`config.mk`:
```
export PLATFORM = sky130hd
export DESIGN_NAME = atbp_front
export DESIGN_NICKNAME = d
export VERILOG_FILES = /design/src/rtl/atbp_pkg.sv /design/src/rtl/atbp_front.sv
export SDC_FILE = /design/constraint.sdc
export NUM_CORES = 2
export LEC_CHECK = 0
export BUFFER_PORTS_ARGS = -buffer_cell sky130_fd_sc_hd__buf_2
export CORE_ASPECT_RATIO = 0.9
export CORE_MARGIN = 2
export CORE_UTILIZATION = 45
export CTS_CLUSTER_DIAMETER = 50
export CTS_CLUSTER_SIZE = 30
export DETAILED_ROUTE_END_ITERATION = 16
export PLACE_DENSITY = 0.66
export SYNTH_ARGS = -nofsm -noshare
export SYNTH_HDL_FRONTEND = slang
export SYNTH_SLANG_ARGS = --single-unit
```
`constraint.sdc`:
```
create_clock -name clk -period 7.6 [get_ports clk]
set_input_delay 0 -clock clk [delete_from_list [all_inputs] [get_ports clk]]
set_output_delay 0 -clock clk [all_outputs]
set_load 0.03 [all_outputs]
```
`src/rtl/atbp_pkg.sv`:
```
`timescale 1ns / 1ps
`default_nettype none

package atbp_pkg;

  localparam int VRAM_BYTES = 131072;
  localparam int VRAM_AW    = $clog2(VRAM_BYTES);
  localparam int LINE_WIDTH = 240;

  localparam int CFG_DW  = 28;
  localparam int CFG_IW  = 3;
  localparam int ADDR_W  = 17;

  // map block stride 0x800, tile block stride 0x4000, tile size 0x40
  localparam int MAP_BLOCK_SHIFT  = 11;
  localparam int TILE_BLOCK_SHIFT = 14;
  localparam int TILE_SHIFT       = 6;

  localparam int QDEPTH = 4;
  localparam int QAW    = $clog2(QDEPTH);
  localparam int QCW    = $clog2(QDEPTH + 1);

  typedef enum logic [CFG_IW-1:0] {
    REG_REF_X      = 3'd0,
    REG_REF_Y      = 3'd1,
    REG_COEF_A     = 3'd2,
    REG_COEF_B     = 3'd3,
    REG_COEF_C     = 3'd4,
    REG_COEF_D     = 3'd5,
    REG_LAYER_CTRL = 3'd6
  } reg_idx_t;

  typedef enum logic [1:0] {
    KIND_WRITE    = 2'd0,
    KIND_PIXEL    = 2'd1,
    KIND_BACKDROP = 2'd2
  } kind_t;

  typedef struct packed {
    kind_t              kind;
    logic [VRAM_AW-1:0] addr;        // write address or map entry address
    logic [7:0]         data;
    logic [7:0]         pixel_x;
    logic [5:0]         texel;       // {row, col} inside the tile
    logic [1:0]         tile_block;
  } job_t;

  typedef struct packed {
    logic           full;
    logic           valid;
    logic [QCW-1:0] count;
  } q_status_t;

endpackage

`default_nettype wire

```
`src/rtl/atbp_front.sv`:
```
`timescale 1ns / 1ps
`default_nettype none

module atbp_front
  import atbp_pkg::*;
(
  input  wire logic              clk,
  input  wire logic              rst_n,
  input  wire logic              in_valid,
  output logic                   in_ready,
  input  wire logic              in_req_type,
  input  wire logic [ADDR_W-1:0] in_mem_addr,
  input  wire logic [7:0]        in_mem_byte,
  input  wire logic [7:0]        in_screen_x,
  input  wire logic [7:0]        in_screen_y,
  input  wire logic              cfg_we,
  input  wire logic [CFG_IW-1:0] cfg_index,
  input  wire logic [CFG_DW-1:0] cfg_wdata,
  input  wire q_status_t         q_stat,
  output logic                   push,
  output job_t                   push_job
);

  logic [27:0] ref_x_r, ref_y_r;
  logic signed [15:0] coef_a_r, coef_b_r, coef_c_r, coef_d_r;
  logic [9:0]  layer_ctrl_r;

  always_ff @(posedge clk) begin
    if (!rst_n) begin
      ref_x_r      <= '0;
      ref_y_r      <= '0;
      coef_a_r     <= 16'sd256;
      coef_b_r     <= '0;
      coef_c_r     <= '0;
      coef_d_r     <= 16'sd256;
      layer_ctrl_r <= '0;
    end else if (cfg_we) begin
      case (cfg_index)
        REG_REF_X:      ref_x_r      <= cfg_wdata[27:0];
        REG_REF_Y:      ref_y_r      <= cfg_wdata[27:0];
        REG_COEF_A:     coef_a_r     <= cfg_wdata[15:0];
        REG_COEF_B:     coef_b_r     <= cfg_wdata[15:0];
        REG_COEF_C:     coef_c_r     <= cfg_wdata[15:0];
        REG_COEF_D:     coef_d_r     <= cfg_wdata[15:0];
        REG_LAYER_CTRL: layer_ctrl_r <= cfg_wdata[9:0];
        default: ;
      endcase
    end
  end

  // Whole front advances together; stalls only when the last stage can't push.
  logic f1_valid_r, f2_valid_r, f3_valid_r;
  logic en_f;

  assign en_f     = !f3_valid_r || !q_stat.full;
  assign in_ready = en_f;
  assign push     = f3_valid_r && !q_stat.full;

  // accept stage: drop writes beyond memory and columns beyond the line
  logic  acc_keep_nxt;
  kind_t acc_kind_nxt;

  always_comb begin
    if (!in_req_type) begin
      acc_kind_nxt = KIND_WRITE;
      acc_keep_nxt = 18'(in_mem_addr) < 18'(VRAM_BYTES);
    end else begin
      acc_kind_nxt = KIND_PIXEL;
      acc_keep_nxt = 11'(in_screen_x) < 11'(LINE_WIDTH);
    end
  end

  kind_t              f1_kind_r, f2_kind_r, f3_kind_r;
  logic [VRAM_AW-1:0] f1_addr_r, f2_addr_r, f3_addr_r;
  logic [7:0]         f1_data_r, f2_data_r, f3_data_r;
  logic [7:0]         f1_sx_r, f2_sx_r, f3_sx_r;
  logic [7:0]         f1_sy_r;

  logic signed [24:0] f2_pxa_r, f2_pyb_r, f2_pxc_r, f2_pyd_r;
  logic signed [24:0] pxa_nxt, pyb_nxt, pxc_nxt, pyd_nxt;
  logic [29:0]        sum_x_nxt, sum_y_nxt;
  logic [21:0]        f3_tx_r, f3_ty_r;

  assign pxa_nxt = $signed({1'b0, f1_sx_r}) * coef_a_r;
  assign pyb_nxt = $signed({1'b0, f1_sy_r}) * coef_b_r;
  assign pxc_nxt = $signed({1'b0, f1_sx_r}) * coef_c_r;
  assign pyd_nxt = $signed({1'b0, f1_sy_r}) * coef_d_r;

  // two's complement sums; dropping the low 8 bits is the floor shift
  assign sum_x_nxt = {{5{f2_pxa_r[24]}}, f2_pxa_r} + {{5{f2_pyb_r[24]}}, f2_pyb_r}
                   + {{2{ref_x_r[27]}}, ref_x_r};
  assign sum_y_nxt = {{5{f2_pxc_r[24]}}, f2_pxc_r} + {{5{f2_pyd_r[24]}}, f2_pyd_r}
                   + {{2{ref_y_r[27]}}, ref_y_r};

  always_ff @(posedge clk) begin
    if (!rst_n) begin
      f1_valid_r <= 1'b0;
      f2_valid_r <= 1'b0;
      f3_valid_r <= 1'b0;
    end else if (en_f) begin
      f1_valid_r <= in_valid && acc_keep_nxt;
      f2_valid_r <= f1_valid_r;
      f3_valid_r <= f2_valid_r;
    end
  end

  always_ff @(posedge clk) begin
    if (en_f) begin
      f1_kind_r <= acc_kind_nxt;
      f1_addr_r <= VRAM_AW'(in_mem_addr);
      f1_data_r <= in_mem_byte;
      f1_sx_r   <= in_screen_x;
      f1_sy_r   <= in_screen_y;

      f2_kind_r <= f1_kind_r;
      f2_addr_r <= f1_addr_r;
      f2_data_r <= f1_data_r;
      f2_sx_r   <= f1_sx_r;
      f2_pxa_r  <= pxa_nxt;
      f2_pyb_r  <= pyb_nxt;
      f2_pxc_r  <= pxc_nxt;
      f2_pyd_r  <= pyd_nxt;

      f3_kind_r <= f2_kind_r;
      f3_addr_r <= f2_addr_r;
      f3_data_r <= f2_data_r;
      f3_sx_r   <= f2_sx_r;
      f3_tx_r   <= sum_x_nxt[29:8];
      f3_ty_r   <= sum_y_nxt[29:8];
    end
  end

  // classify and form the map entry address
  logic [1:0]  size_sel;
  logic [3:0]  size_log;
  logic [9:0]  coord_mask, ux, uy;
  logic        outside;
  logic [17:0] map_sum, map_red;

  assign size_sel   = layer_ctrl_r[1:0];
  assign size_log   = 4'd7 + {2'b00, size_sel};
  assign coord_mask = ~(10'h3FF << size_log);
  assign outside    = f3_tx_r[21] || f3_ty_r[21]
                   || ((f3_tx_r[20:0] >> size_log) != '0)
                   || ((f3_ty_r[20:0] >> size_log) != '0);
  assign ux         = f3_tx_r[9:0] & coord_mask;
  assign uy         = f3_ty_r[9:0] & coord_mask;

  assign map_sum = (18'(layer_ctrl_r[7:3]) << MAP_BLOCK_SHIFT)
                 + (18'(uy[9:3]) << (3'd4 + {1'b0, size_sel}))
                 + 18'(ux[9:3]);
  // sum stays below twice the memory size
  assign map_red = (map_sum >= 18'(VRAM_BYTES)) ? map_sum - 18'(VRAM_BYTES) : map_sum;

  always_comb begin
    push_job.pixel_x    = f3_sx_r;
    push_job.data       = f3_data_r;
    push_job.texel      = {uy[2:0], ux[2:0]};
    push_job.tile_block = layer_ctrl_r[9:8];
    case (f3_kind_r)
      KIND_WRITE: begin
        push_job.kind = KIND_WRITE;
        push_job.addr = f3_addr_r;
      end
      default: begin
        push_job.kind = (outside && !layer_ctrl_r[2]) ? KIND_BACKDROP : KIND_PIXEL;
        push_job.addr = VRAM_AW'(map_red);
      end
    endcase
  end

endmodule

`default_nettype wire

```
==> impl_metrics.ini <==
[clock_tree]
htree_levels = 2
cts_buffers = 57
clock_sinks = 385
cts_resized = 0
clockRootBuffer = clkbuf_16
post_cts_buffers = 0
clockBufferDepth = 3
cts_hold_buf = 81
clock_latency_ps = 670
cts_tree = built
path_clk_slew_ps = 60

[setup_path]
rr_startpoint = f1_sy_r[1]
ff2ff_setup_slack_ps = 1760
critPathKind = reg -> reg
path_max_fanout = 17
cp-end-kind = flop
arrival_ps = 6300
reg2reg_to = f2_pyd_r[24]
required_ps = 8060
reg2reg_depth = 18
critPathLaunchType = flop

[cells_and_area]
multi_input_area_um2 = 22210
drive_gt1_share_pct = 7.342
syn_to_final_growth_pct = 12.59
nets = 4519
fillers = 7051
seqCellArea_um2 = 10230
postLayoutCellArea_um2 = 39660

[hold_path]
hold_depth = 2
hold_class = in -> reg
hold_path_end = f1_sx_r[3]
hold_start = in_screen_x[3]

[sta]
fin_ws_ps = 1765
max_freq_ghz = 0.1714
fin_crit_sh_pct = 76.78
skew_ps = 63.59
final_hold_viol_count = 0
finalWorstPathRequiredPeriod_ps = 5835
finalMaxSlewViolations = 0
setup_viol_count_final = 0
maxSlewHeadroom_pct = 14.96
tightest_slew_ps = 1276
setup_tns_ps = 0
rsz0062_at_grt = false

[drt]
initialDrtViolationCount = 1625
wl_um = 82390
wl_per_cell_um = 17.17
dr.pass1.iters = 6
drc = 0
vias = 24560
vias_per_cell = 5.116
ant_nets = 0

[placement]
dpl_worst_slack_ps = 1892
placed_area_um2 = 36850
io_buffers = 122
hpwl_um = 61480
routabilityCongestion = 0.8693

[global_route]
antenna_found_initial = 4
grt_overflow_total = 0
grt_max_degree = 145
grt.total_usage_pct = 20.99
grt_pass1_wl_um = 133900
grt_pass1_vias = 24740

[yosys]
synthArstFlopShare_pct = 0
synth.top_cell.area_share_pct = 26.32
synthTopCellsByArea = fa_1 26%, edfxtp_1 21%, ha_1 9.4%
synth_fp_nets = 4363
ys_ff_latch = 385
synth_flop_cell = edfxtp_1
synth_area_leader_cell = fa_1
syn-cell-area_um2 = 35220
yosys_warnings = 0
synthDistinctLibCells = 73
yosysMostFrequentCell = inv_1
yosysSeqAreaShare_pct = 29.04
avgSynthCellArea_um2 = 9.911
syn_inst = 3554
netlist_top_cells_count = 618 x inv_1, 554 x nand2_1, 463 x fa_1
synth_edf_count = 252

[pwr]
power_leakage_nw = 19.41
ir_worst_vdd_uv = 202.1
powerDensity_nw_per_um2 = 171.2

[die]
fp.dieW_um = 298.9
initial_utilization_pct = 45.35
core_um2 = 77670
fp.dieH_um = 269.4
rows = 97
die-area_um2 = 80530
num_io_pins = 127

[job]
cap_violations = 0

[status]
status = complete, no violations
-- how the worst max path moves through the flow --
| stage | start | to | slack (ps) |
|---|---|---|---|
| after floorplan | f3_valid_r | f1_valid_r | 950 |
| after global placement | f1_sy_r[1] | f2_pyd_r[24] | 1900 |
| after detailed placement | f1_sy_r[1] | f2_pyd_r[24] | 1890 |
| after CTS | f1_sy_r[1] | f2_pyd_r[24] | 1840 |
| after global routing | f1_sy_r[1] | f2_pyd_r[24] | 1440 |
| final | f1_sy_r[1] | f2_pyd_r[24] | 1760 |
-- registers in the layout, summed over array words and instances, names as in the netlist, 10 cells and up --
| register | flops |
|---|---|
| ref_x_r | 28 |
| f2_pyd_r | 25 |
| coef_b_r | 16 |
| coef_d_r | 16 |
| f3_addr_r | 17 |
| f2_pxa_r | 25 |
| f1_addr_r | 17 |
| ref_y_r | 28 |
| coef_c_r | 16 |
| coef_a_r | 16 |
| f3_ty_r | 21 |
| f3_tx_r | 21 |
| f2_addr_r | 17 |
| f2_pyb_r | 25 |
| layer_ctrl_r | 10 |
| f2_pxc_r | 25 |
-- routing by layer --
metal  track usage, %  wire length (µm)  share of wire (%)
met1            29.59             37360                 45
met2            33.25             37490                 46
met3            3.561              5299                6.4
met4            6.197              2225                2.7
met5                0                12              0.015
-- cell usage in the layout, fill, tap and decap left out, types with 71 or more instances in the layout --
master	count
inv_1	618
nand2_1	553
fa_1	463
and2_1	299
ha_1	264
edfxtp_1	252
a21boi_0	135
dfxtp_1	133
buf_2	121
a21oi_1	98
xnor2_1	91
nor2_1	86
dlygate4sd3_1	81
a21o_1	71
-- layout make-up --
type	count	share of cell area, %
clock inverters	44	1.253
repair buffers	224	4.051
well taps	1039	3.278
clock buffers	64	3.767
flip-flops and latches	385	25.80
inverters	618	5.849
diodes	2	0.01262
multi-input cells	2424	55.99
-- per-stage QoR --
stage	power, mW	hold slack, ps	util, %	instances
floorplan	3.629	98.87	-	3554
global placement	4.063	176.5	47.44	4609
detailed placement	4.089	178.1	47.44	4609
CTS	6.832	10.85	51.05	4798
global route	7.104	35.50	51.05	4799
finish	6.789	43.94	51.06	4800
-- kinds of logic after synthesis --
| logic type | share of synthesized area (%) |
|---|---|
| and+or+nand+nor | 14.71 |
| buffers and inverters | 7.978 |
| adders and majority gates | 35.69 |
| AOI/OAI and AO/OA | 8.820 |
| DFF | 29.04 |
| xor gates and xnor gates | 3.332 |
| muxes | 0.4263 |
-- critical path: stages, from the launching register on --
cell and delay (ps):
edfxtp_1 780, buf_4 380, nand2_1 120, fa_1 530, inv_1 50, fa_1 480, fa_1 540, inv_1 50
fa_1 480, inv_1 50, ha_1 340, a21o_1 180, a21o_1 170, a21oi_1 160, nor3b_1 100, a2111oi_1 510
o21ai_0 260, a2111o_1 400, o211ai_1 100
-- power breakdown --
part | internal, mW | switching, mW | total, mW
Combinational | 0.546 | 0.837 | 1.38
Sequential | 2.52 | 0.195 | 2.71
Clock | 1.55 | 1.15 | 2.69
No activity file was read; power rests on OpenSTA's default activity.
