**config.mk**
```make
export PLATFORM = sky130hd
export DESIGN_NAME = atbp_queue
export DESIGN_NICKNAME = d
export VERILOG_FILES = /design/src/rtl/atbp_pkg.sv /design/src/rtl/atbp_queue.sv
export SDC_FILE = /design/constraint.sdc
export NUM_CORES = 1
export LEC_CHECK = 0
export BUFFER_PORTS_ARGS = -buffer_cell sky130_fd_sc_hd__buf_2
export CAP_MARGIN = 0
export CELL_PAD_IN_SITES_DETAIL_PLACEMENT = 0
export CELL_PAD_IN_SITES_GLOBAL_PLACEMENT = 2
export CORE_MARGIN = 5
export CORE_UTILIZATION = 44
export DETAILED_ROUTE_END_ITERATION = 6
export HOLD_SLACK_MARGIN = 0.02
export MAX_ROUTING_LAYER = met4
export PLACE_DENSITY = 0.79
export SLEW_MARGIN = 0
export SYNTH_ARGS = -nofsm -noshare
export SYNTH_HDL_FRONTEND = slang
export SYNTH_SLANG_ARGS = --single-unit
```
**constraint.sdc**
```tcl
create_clock -name clk -period 2.6 [get_ports clk]
set_clock_uncertainty 0.2 [all_clocks]
set_input_delay 0.13 -clock clk [delete_from_list [all_inputs] [get_ports clk]]
set_output_delay 0.13 -clock clk [all_outputs]
set_load 0.02 [all_outputs]
```
**src/rtl/atbp_pkg.sv**
```systemverilog
`timescale 1ns / 1ps
`default_nettype none

package atbp_pkg;

  localparam int VRAM_BYTES = 131072;
  localparam int VRAM_AW    = $clog2(VRAM_BYTES);
  localparam int LINE_WIDTH = 240;

  localparam int CFG_DW  = 28;
  localparam int CFG_IW  = 3;
  localparam int ADDR_W  = 17;

  // map block stride 0x800, tile block stride 0x4000, tile size 0x40
  localparam int MAP_BLOCK_SHIFT  = 11;
  localparam int TILE_BLOCK_SHIFT = 14;
  localparam int TILE_SHIFT       = 6;

  localparam int QDEPTH = 4;
  localparam int QAW    = $clog2(QDEPTH);
  localparam int QCW    = $clog2(QDEPTH + 1);

  typedef enum logic [CFG_IW-1:0] {
    REG_REF_X      = 3'd0,
    REG_REF_Y      = 3'd1,
    REG_COEF_A     = 3'd2,
    REG_COEF_B     = 3'd3,
    REG_COEF_C     = 3'd4,
    REG_COEF_D     = 3'd5,
    REG_LAYER_CTRL = 3'd6
  } reg_idx_t;

  typedef enum logic [1:0] {
    KIND_WRITE    = 2'd0,
    KIND_PIXEL    = 2'd1,
    KIND_BACKDROP = 2'd2
  } kind_t;

  typedef struct packed {
    kind_t              kind;
    logic [VRAM_AW-1:0] addr;        // write address or map entry address
    logic [7:0]         data;
    logic [7:0]         pixel_x;
    logic [5:0]         texel;       // {row, col} inside the tile
    logic [1:0]         tile_block;
  } job_t;

  typedef struct packed {
    logic           full;
    logic           valid;
    logic [QCW-1:0] count;
  } q_status_t;

endpackage

`default_nettype wire

```
**src/rtl/atbp_queue.sv**
```systemverilog
`timescale 1ns / 1ps
`default_nettype none

module atbp_queue
  import atbp_pkg::*;
(
  input  wire logic clk,
  input  wire logic rst_n,
  input  wire logic push,
  input  wire job_t push_job,
  input  wire logic pop,
  output job_t      pop_job,
  output q_status_t q_stat
);

  job_t           slot_r [QDEPTH];
  logic [QAW-1:0] wr_ptr_r, rd_ptr_r;
  logic [QCW-1:0] count_r, count_nxt;

  always_comb begin
    count_nxt = count_r;
    case ({push, pop})
      2'b10:   count_nxt = count_r + 1'b1;
      2'b01:   count_nxt = count_r - 1'b1;
      default: count_nxt = count_r;
    endcase
  end

  always_ff @(posedge clk) begin
    if (!rst_n) begin
      wr_ptr_r <= '0;
      rd_ptr_r <= '0;
      count_r  <= '0;
    end else begin
      if (push) wr_ptr_r <= wr_ptr_r + 1'b1;
      if (pop)  rd_ptr_r <= rd_ptr_r + 1'b1;
      count_r <= count_nxt;
    end
  end

  always_ff @(posedge clk) begin
    if (push) slot_r[wr_ptr_r] <= push_job;
  end

  assign pop_job      = slot_r[rd_ptr_r];
  assign q_stat.full  = count_r == QCW'(QDEPTH);
  assign q_stat.valid = count_r != '0;
  assign q_stat.count = count_r;

endmodule

`default_nettype wire

```
==> reports/summary.txt, run 1 <==
Setup Slack @ Placement -> 0.684 ns
Worst hold path type -> in -> reg
Mapped Area -> 6710 µm²
#FFs+latches synth -> 181
Die Span X -> 134 µm
IO Pins -> 95
Sequential-to-total area share from yosys stat -> 0.796
Most common cell after layout, fill and taps aside -> edfxtp_1
# diodes -> 0
Synth Flop Type -> edfxtp_1
GR Layer Usage met2 -> 0.233
First-pass GRT wire length -> 18.8 mm
FMAX -> 0.432 GHz
WHS -> 0.254 ns
Synth top area share -> 0.770
Gp weighted congestion -> 0.686
Layout area overhead -> 26.6%
GRT overflow -> 0
Fin worst setup slack -> 0.284 ns
CP arrival -> 1.99 ns
Final Max Tran Viols -> 0
Setup violators final -> 0
Synth Instances -> 271
MaxCap Viol Count -> 0
GRT met1 Usage -> 0.183
Placed wire-length estimate -> 7.41 mm
Dpl cell area -> 7460 µm²
Final hold violations -> 0
CTS buffer count -> 17
Crit path launch type -> register
Worst path cell trace -> buf_4 -> mux4_2 -> buf_2
Gr busiest metal -> met2
Iter 0 DRT Violations -> 225
Final period utilization -> 0.891
Worst Max-Slew Pin Slew -> 0.537 ns
Crit path max fanout -> 17
Max-slew headroom -> 0.642
Via count -> 3129
Post-route ant nets -> 0
# rows -> 45
Root cell of the clock tree -> clkbuf_16
Met3 Use GR -> 0.0442
Nets -> 485
Pwr Total -> 6.59 mW
Async SR Flop Fraction -> 0
Hold wc startpoint -> push_job[1]
Req. time, crit path -> 2.27 ns
DIE AREA -> 17800 µm²
# DRC -> 0
Via-to-Cell Ratio -> 4.94
Routed WL -> 11.8 mm
Worst Setup Path Type -> reg -> out
Initial antenna violation count -> 0
Clk buf depth -> 2
Wirelength per Cell -> 18.7 µm
Worst r2r src -> count_r[1]
Outcome -> finished clean
Share of layout cells above drive strength 1 -> 0.411
Dominant cell type by area after synthesis -> edfxtp_1
Util after Layout -> 0.563
Initial cell density of the core -> 0.445
Dpl cells -> 555
RSZ-0062 raised after global routing -> false
CP Capture Type -> output pin
DR pass1 iterations -> 6
Post-synth EDFFs -> 172
Min Tclk post-route -> 2.32 ns
PD cells -> 776 nW/µm²
Die Y -> 134 µm
CTS sink count -> 181
Max IR drop VDD -> 466 µV
CTS clk-pin slew, worst paths -> 0.07 ns
Core area -> 15100 µm²
Yosys warns -> 0
Critical path's slowest cell -> dfxtp_4
Distinct cells, synth -> 21
Largest net degree at the start of global routing -> 31
Pleak -> 2.95 nW
Most frequent cells in the layout -> 172 x edfxtp_1, 94 x buf_2, 46 x dlygate4sd3_1
Final Instance Area -> 8500 µm²
Port bufs -> 94
Clk Latency, worst-skew pair -> 0.42 ns
Net Count, Synth -> 324
Syn Area/Cell -> 24.8 µm²
Fill cell count -> 1168
Setup TNS -> 0 ns
Global router's overall resource usage -> 0.146
Largest stage delay, worst path -> 0.55 ns
Vias in the first global route -> 3415
Multi-input gate area -> 1230 µm²
CTS tree -> done
CTS H-Tree Depth -> 4
FF/Latch Area -> 5350 µm²
Post-Layout Cell Count -> 633
Ranking of synthesized cells by area -> edfxtp_1 77%, mux4_2 13%, dfxtp_1 2.7%
-- routing by layer --
metal / wire length, µm / part of all wire
met1: 5110 / 0.43
met2: 5970 / 0.51
met3: 610 / 0.052
met4: 119 / 0.010
met5: 0 / 0
-- kinds of logic after synthesis --
| family | synth area share |
|---|---|
| AO/OA/AOI/OAI | 0.00261 |
| XOR/XNOR | 0.00653 |
| adder cells (fa/ha/maj) | 0.0123 |
| buffers and inverters | 0.0205 |
| flip-flops | 0.796 |
| multiplexers | 0.147 |
| AND/OR/NAND/NOR | 0.0142 |
-- where the power goes --
| part | internal, mW | switching [mW] |
|---|---|---|
| registers | 3.34 | 0.0604 |
| clock network | 1.34 | 1.09 |
| logic | 0.351 | 0.411 |
-- flip-flops by register name, summed over array words and instances, names as in the netlist, named ones only --
| signal | flops |
|---|---|
| count_r | 3 |
| rd_ptr_r | 2 |
| slot_r | 172 |
| wr_ptr_r | 2 |
-- timing repair --
item	CTS	global route
hold endpoints to repair	181	0
setup endpoints to repair	0	0
resized for setup	0	0
hold buffers	46	0
buffers inserted	0	0
-- final timing paths --
kind / end / slack, ns / depth (start not counted)
hold / removal: slot_r[2][1] / 0.25 / 2
setup / recovery: pop_job[3] / 0.28 / 3
hold reg to reg: count_r[2] / 0.34 / 2
setup reg to reg: count_r[2] / 0.78 / 5
-- cell type report --
class | instances | share of cell area
Multi-Input combinational cell | 74 | 0.145
Tap cell | 188 | 0.0277
Inverter | 6 | 0.00265
Clock inverter | 15 | 0.0175
Timing Repair Buffer | 152 | 0.127
Sequential cell | 181 | 0.629
Clock buffer | 17 | 0.0501
-- worst max-delay path, delay by kind of cell, from the launching register on --
| family | cells | cell delay, ns |
|---|---|---|
| multiplexers | 1 | 0.55 |
| flip-flops | 1 | 0.55 |
| buffers and inverters | 2 | 0.47 |
-- Yosys cell counts, types with 2 or more instances --
library cell / n
edfxtp_1: 172
mux4_2: 40
and2_1: 10
buf_2: 4
xnor2_1: 2
nand2_1: 2
o21ai_0: 2
dfxtp_1: 9
mux4_1: 3
xor2_1: 3
buf_12: 4
ha_1: 5
inv_1: 6
or3_1: 2
(Power assumes the default switching activity.)
==> run 2, diff against run 1 <==
--- a/config.mk
+++ b/config.mk
@@ -11,9 +11,9 @@
 export CELL_PAD_IN_SITES_GLOBAL_PLACEMENT = 2
 export CORE_MARGIN = 5
-export CORE_UTILIZATION = 44
+export CORE_UTILIZATION = 48
 export DETAILED_ROUTE_END_ITERATION = 6
 export HOLD_SLACK_MARGIN = 0.02
 export MAX_ROUTING_LAYER = met4
-export PLACE_DENSITY = 0.79
+export PLACE_DENSITY = 0.85
 export SLEW_MARGIN = 0
 export SYNTH_ARGS = -nofsm -noshare
==> constraint.sdc (replaced) <==
create_clock -name clk -period 2.9 [get_ports clk]
set_clock_uncertainty 0.2 [all_clocks]
set_input_delay 0.58 -clock clk [delete_from_list [all_inputs] [get_ports clk]]
set_output_delay 0.58 -clock clk [all_outputs]
set_load 0.02 [all_outputs]
==> run 2 against run 1 <==
  * Clock-buffer cell count unchanged
  * Power shrank 9.8%
  * Flip-flop and latch count unchanged
  * Register-to-register slack improved by 0.30 ns
  * Core utilization grew 1.9 points
  * Wire length shrank 1.2%
  * Critical path type unchanged
==> reports/summary.txt, run 2 (synthesized netlist as in run 1, its figures left out) <==
Max-slew headroom -> 0.704 (was 0.642)
PD cells -> 741 nW/µm² (was 776 nW/µm²)
CTS buffer count -> 17 (unchanged)
# DRC -> 0 (unchanged)
DR pass1 iterations -> 4 (was 6)
Worst reg2reg path endpoint -> count_r[2] (unchanged)
RSZ-0062 raised after global routing -> false (unchanged)
Hold wc startpoint -> push_job[40] (was push_job[1])
Most frequent cells in the layout -> 172 x edfxtp_1, 94 x buf_2, 40 x mux4_2 (was 172 x edfxtp_1, 94 x buf_2, 46 x dlygate4sd3_1)
Initial antenna violation count -> 1 (was 0)
WHS -> 0.174 ns (was 0.254 ns)
Max IR drop VDD -> 369 µV (was 466 µV)
Post-CTS Setup Inserts -> 0 (unchanged)
Final period utilization -> 0.949
Share of layout cells above drive strength 1 -> 0.457 (was 0.411)
CTS clk-pin slew, worst paths -> 0.06 ns (was 0.07 ns)
Final Max Tran Viols -> 0 (unchanged)
First-pass GRT wire length -> 18.0 mm (was 18.8 mm)
Setup TNS -> 0 ns (unchanged)
PostCTS Resize Cnt -> 0 (unchanged)
CTS H-Tree Depth -> 4 (unchanged)
Final hold violations -> 0 (unchanged)
Biggest regs -> slot_r (172), count_r (3) (unchanged)
CP Capture Type -> output pin (unchanged)
Largest net degree at the start of global routing -> 40 (was 31)
Pleak -> 2.76 nW (was 2.95 nW)
Worst Setup Path Type -> reg -> out (unchanged)
IO Pins -> 95 (unchanged)
Setup violators final -> 0 (unchanged)
CTS sink count -> 181 (unchanged)
CP arrival -> 1.97 ns (was 1.99 ns)
Vias in the first global route -> 3226 (was 3415)
Max reg flops -> 172 (unchanged)
# rows -> 43 (was 45)
Hold path cells -> 1 (was 2)
Top reg by flops -> slot_r (unchanged)
Initial cell density of the core -> 0.487 (was 0.445)
Layout area overhead -> 19.6% (was 26.6%)
Hold Path End -> slot_r[0][40] (was slot_r[2][1])
Die Y -> 128 µm (was 134 µm)
Core area -> 13800 µm² (was 15100 µm²)
Min Tclk post-route -> 2.75 ns
Clk buf depth -> 2 (unchanged)
Util after Layout -> 0.583 (was 0.563)
CTS tree -> done (unchanged)
Via-to-Cell Ratio -> 5.27 (was 4.94)
Routed WL -> 11.7 mm (was 11.8 mm)
Clk Latency, worst-skew pair -> 0.42 ns (about the same)
Crit path max fanout -> 15 (was 17)
Crit path launch type -> register (unchanged)
Via count -> 3054 (was 3129)
Placed wire-length estimate -> 7.22 mm (was 7.41 mm)
Flop-to-flop setup slack -> 1.08 ns (was 0.78 ns)
Wirelength per Cell -> 20.2 µm (was 18.7 µm)
Worst r2r src -> count_r[0] (was count_r[1])
GRT overflow -> 0 (unchanged)
MaxCap Viol Count -> 0 (unchanged)
Iter 0 DRT Violations -> 268 (was 225)
R2R depth -> 5 (unchanged)
Worst Max-Slew Pin Slew -> 0.444 ns (was 0.537 ns)
Die Span X -> 128 µm (was 134 µm)
FMAX -> 0.363 GHz
Gp weighted congestion -> 0.716 (was 0.686)
Req. time, crit path -> 2.12 ns (was 2.27 ns)
Nets -> 438 (was 485)
Port bufs -> 94 (unchanged)
DIE AREA -> 16400 µm² (was 17800 µm²)
Outcome -> finished clean (unchanged)
Post-route ant nets -> 0 (unchanged)
Fill cell count -> 1033 (was 1168)
Global router's overall resource usage -> 0.155 (was 0.146)
CTS Hold Bufs -> 0 (was 46)
Most common cell after layout, fill and taps aside -> edfxtp_1 (unchanged)
Root cell of the clock tree -> clkbuf_16 (unchanged)
Worst hold path type -> in -> reg (unchanged)
==> run 2: area by class of cell <==
type,count,area [µm²],share of cell area
clock buffer,17,425,0.0530
antenna,1,2.50,0.000312
tap,180,225,0.0281
inverter,6,22.5,0.00281
clock inverter,15,163,0.0203
sequential,181,5350,0.667
multi-input combinational,74,1230,0.154
timing repair buffer,105,603,0.0751
==> run 2: metrics by stage <==
step / setup WS (ns) / cells / total power, mW / cell area (µm²)
final: 0.148 / 579 / 5.94 / 8030
after global routing: 0.0147 / 579 / 6.17 / 8030
after CTS: 0.0958 / 578 / 6.01 / 8020
after detailed placement: 0.528 / 546 / 3.76 / 7430
after global placement: 0.564 / 546 / 3.74 / 7430
after floorplan: 0.677 / 271 / 3.52 / 6710
==> run 2: worst max path at each step <==
stage                   from      endpoint  slack (ns)  depth (start not counted)
finish              register   pop_job[37]        0.15                          3
global route        register   pop_job[37]        0.01                          3
CTS                 register   pop_job[37]         0.1                          3
detailed placement      push    count_r[2]        0.53                          8
global placement    register   pop_job[37]        0.56                          3
floorplan               push  slot_r[0][0]        0.68                          1
==> run 2: routing by layer <==
layer / GRT usage / wire, µm / vias to the layer above
met5: - / 0 / -
met4: 0.0668 / 167 / 0
met3: 0.0379 / 719 / 15
met2: 0.235 / 5910 / 90
met1: 0.201 / 4870 / 1586
li1: - / - / 1363
==> run 2: where the power goes <==
group / internal, mW / total, mW / switching, mW
logic: 0.277 / 0.648 / 0.371
registers: 3.00 / 3.04 / 0.0446
clock network: 1.34 / 2.25 / 0.911
total: 4.62 / 5.94 / 1.33
==> run 2: worst max-delay path, stage by stage (launching register included) <==
cell     delay, ns
dfxtp_4       0.55
buf_4         0.26
mux4_1        0.56
buf_2         0.18
